--- config.mk ---
export PLATFORM = sky130hd
export DESIGN_NAME = cnnt_ram
export DESIGN_NICKNAME = d
export VERILOG_FILES = /design/src/hdl/cnnt_ram.sv
export SDC_FILE = /design/constraint.sdc
export NUM_CORES = 2
export LEC_CHECK = 0
export BUFFER_PORTS_ARGS = -buffer_cell sky130_fd_sc_hd__buf_2
export CAP_MARGIN = 30
export CORE_MARGIN = 2
export CORE_UTILIZATION = 25
export DETAILED_ROUTE_END_ITERATION = 6
export PLACE_DENSITY_LB_ADDON = 0.2
export SYNTH_ARGS = -nofsm -noshare
export SYNTH_HDL_FRONTEND = slang
export SYNTH_SLANG_ARGS = --single-unit
--- constraint.sdc ---
create_clock -name i_clk -period 5.2 [get_ports i_clk]
set_input_delay 0.52 -clock i_clk [delete_from_list [all_inputs] [get_ports i_clk]]
set_output_delay 0.52 -clock i_clk [all_outputs]
set_load 0.01 [all_outputs]
--- src/hdl/cnnt_ram.sv ---
module cnnt_ram #(
    parameter int WIDTH = 32,
    parameter int DEPTH = 128
) (
    input  logic                     i_clk,
    input  logic                     i_we,
    input  logic [$clog2(DEPTH)-1:0] i_waddr,
    input  logic [WIDTH-1:0]         i_wdata,
    input  logic [$clog2(DEPTH)-1:0] i_raddr,
    output logic [WIDTH-1:0]         o_rdata
);
    logic [WIDTH-1:0] r_mem [DEPTH];
    logic [WIDTH-1:0] r_rdata;

    always_ff @(posedge i_clk) begin
        if (i_we) begin
            r_mem[i_waddr] <= i_wdata;
        end
        r_rdata <= r_mem[i_raddr];
    end

    assign o_rdata = r_rdata;
endmodule

==> flow_summary.toml <==
[floorplan]
num_rows = 290
die-area_um2 = 631000
core_area_um2 = 623000
die_h_um = 795
start_util = 0.251
io_pins = 80
die_w_um = 795

[global_route]
overflow = 0
grt.total_usage = 0.155
grt_pass1_vias = 73600
grt_pass1_wl_um = 672000
antenna_found_initial = 93
grt_max_degree = 97

[clock_tree]
clock_path_buffers = 4
clk_pin_slew_ns = 0.06
cts-root-buf = "clkbuf_16"
clock_latency_ns = 1.03
htree_levels = 5
cts_sinks = 4128
cts_hold_buf = 11
post_cts_buffers = 0
cts_resized = 0
cts_tree = "yes"
cts_buffers = 427

[timing]
rsz0062_at_grt = "no"
finalMaxSlewViolations = 0
finalCritPeriodShare = 0.617
slew_headroom = 0.241
fmax_mhz = 312
min_period_ns = 3.21
tightest_slew_ns = 1.14
finClkSkew_ns = 0.0523
finalHoldViolations = 0
holdWs_ns = 0.0613
fin_tns_setup_ns = 0
setup-violations-final = 0

[critical_path]
start_kind = "primary input"
crit_path_end_kind = "register"
path_max_fanout = 53
crit_required_ns = 6.10
reg2regPathDepth = 4
worst-setup-path-type = "in -> reg"
worstPathArrival_ns = 4.11

[hold_path]
min_path_cells = 1
min_path_type = "in -> reg"

[logic_synthesis]
yosysSeqAreaShare = 0.791
syn_inst = 5990
syn-cell-area_um2 = 156000
yosysWarnings = 0
ys_ff_latch = 4128
synth_fp_nets = 6038
syn_avg_cell_area_um2 = 26.1
synthDistinctLibCells = 17

[pwr]
power_density_nw_per_um2 = 385
p_comb_frac = 0.057
power_frac_clock = 0.424
ir_drop_v = 0.000297
seqPwrFrac = 0.519
total_power_uw = 71200
p_sw_frac = 0.224
switching_power_uw = 15900
p_leak_uw = 0.0552
internal_power_uw = 55200

[place]
dpl.hpwl_um = 293000
gp_congestion = 0.762
portBuffers = 79

[layout]
area_growth_syn_to_layout_pct = 18.2
drive_gt1_frac = 0.367
final_util = 0.296
nNetsFinal = 6601

[detailed_routing]
wire_per_inst_um = 32.9
dr.pass1.iters = 5
drt_wl_total_um = 502000
vias = 71400
ant_nets = 0
first_iter_violations = 8715
via_per_inst = 4.67
drc = 0

[run_status]
status = "completed"

[flow_run]
drv_cap = 0
through the flow:
step / setup slack, ns / area [um2] / instances
global placement: 0.850 / 171000 / 14400
finish: 1.99 / 185000 / 15300
CTS: 1.99 / 184000 / 15200
global route: 1.96 / 185000 / 15200
detailed placement: 0.860 / 171000 / 14400
floorplan: 1.44 / 156000 / 5990
cells in the final DEF (no fill, tap or decap), drive strengths merged:
| master | netlist | routed |
|---|---|---|
| edfxtp | 4096 | 4096 |
| mux4 | 1344 | 1344 |
| clkbuf | 182 | 566 |
| buf | 134 | 435 |
| clkinv | 0 | 163 |
| nor2 | 122 | 122 |
| diode | 0 | 43 |
| mux2 | 32 | 32 |
| dfxtp | 32 | 32 |
| bufinv | 0 | 31 |
| inv | 0 | 17 |
| dlygate4sd3 | 0 | 15 |
| nand2 | 14 | 14 |
| nand3 | 12 | 12 |
| nor3 | 9 | 9 |
| nor2b | 7 | 7 |
| clkinvlp | 0 | 7 |
| nand4 | 3 | 3 |
| nand2b | 2 | 2 |
| or3 | 1 | 1 |
registers in the layout, indices dropped and copies added, names as in the netlist:
register  flops
o_rdata      32
r_mem      4096
critical path: stages:
cell and delay [ns]:
buf_12 0.44, buf_12 0.39, mux4_2 0.57, mux4_2 0.68, mux4_2 0.76, mux2_2 0.36
metal layers:
layer  part of all wire  routed length [um]  GRT usage  vias to the layer above
met5            0.00021                 106          0                        -
met4              0.020               10300     0.0326                       16
met3              0.063               31700     0.0274                      534
met2               0.49              244000      0.258                     2442
met1               0.43              216000      0.213                    40700
li1                   -                   -          -                    27700
area by class of cell:
class | count | area, um2
diodes | 43 | 108
flip-flops and latches | 4128 | 124000
well taps | 8322 | 10400
multi-input cells | 1546 | 32300
repair buffers | 450 | 4720
fillers | 60200 | 439000
clock inverters | 218 | 2060
clock buffers | 566 | 11500
cells in the mapped netlist, drive strengths merged:
library cell,count,area share
nand3,12,0.00038
nor2,122,0.0029
or3,1,0.000040
nand2b,2,0.000080
mux2,32,0.0023
edfxtp,4096,0.79
nor3,9,0.00029
buf,134,0.0040
dfxtp,32,0.0041
mux4,1344,0.19
nand4,3,0.00012
nand2,14,0.00034
nor2b,7,0.00028
clkbuf,182,0.0044
path summary, 6_finish.rpt:
check / from / to / slack [ns]
worst max register to register: r_mem[23][27] / o_rdata[27] / 2.38
worst min-delay path: i_wdata[26] / r_mem[108][26] / 0.06
worst max-delay path: i_raddr[0] / o_rdata[27] / 1.99
worst min register to register: r_mem[92][26] / o_rdata[26] / 1.13
logic make-up (layout without fill, tap and decap cells):
kind of cell | count (synthesis) | count (layout) | share of synthesized area
buf+inv | 316 | 1234 | 0.00839
mux | 1376 | 1376 | 0.196
flops | 4128 | 4128 | 0.791
other cells | 0 | 43 | 0
simple gates | 170 | 170 | 0.00446
power groups by stage:
stage	registers (uW)	clock network (uW)	logic, uW
floorplan	37500	0	1770
global placement	37700	0	4040
detailed placement	37700	0	4100
CTS	37000	30900	4110
global route	36900	32100	4220
finish	36900	30200	4020
(Power assumes the default switching activity.)
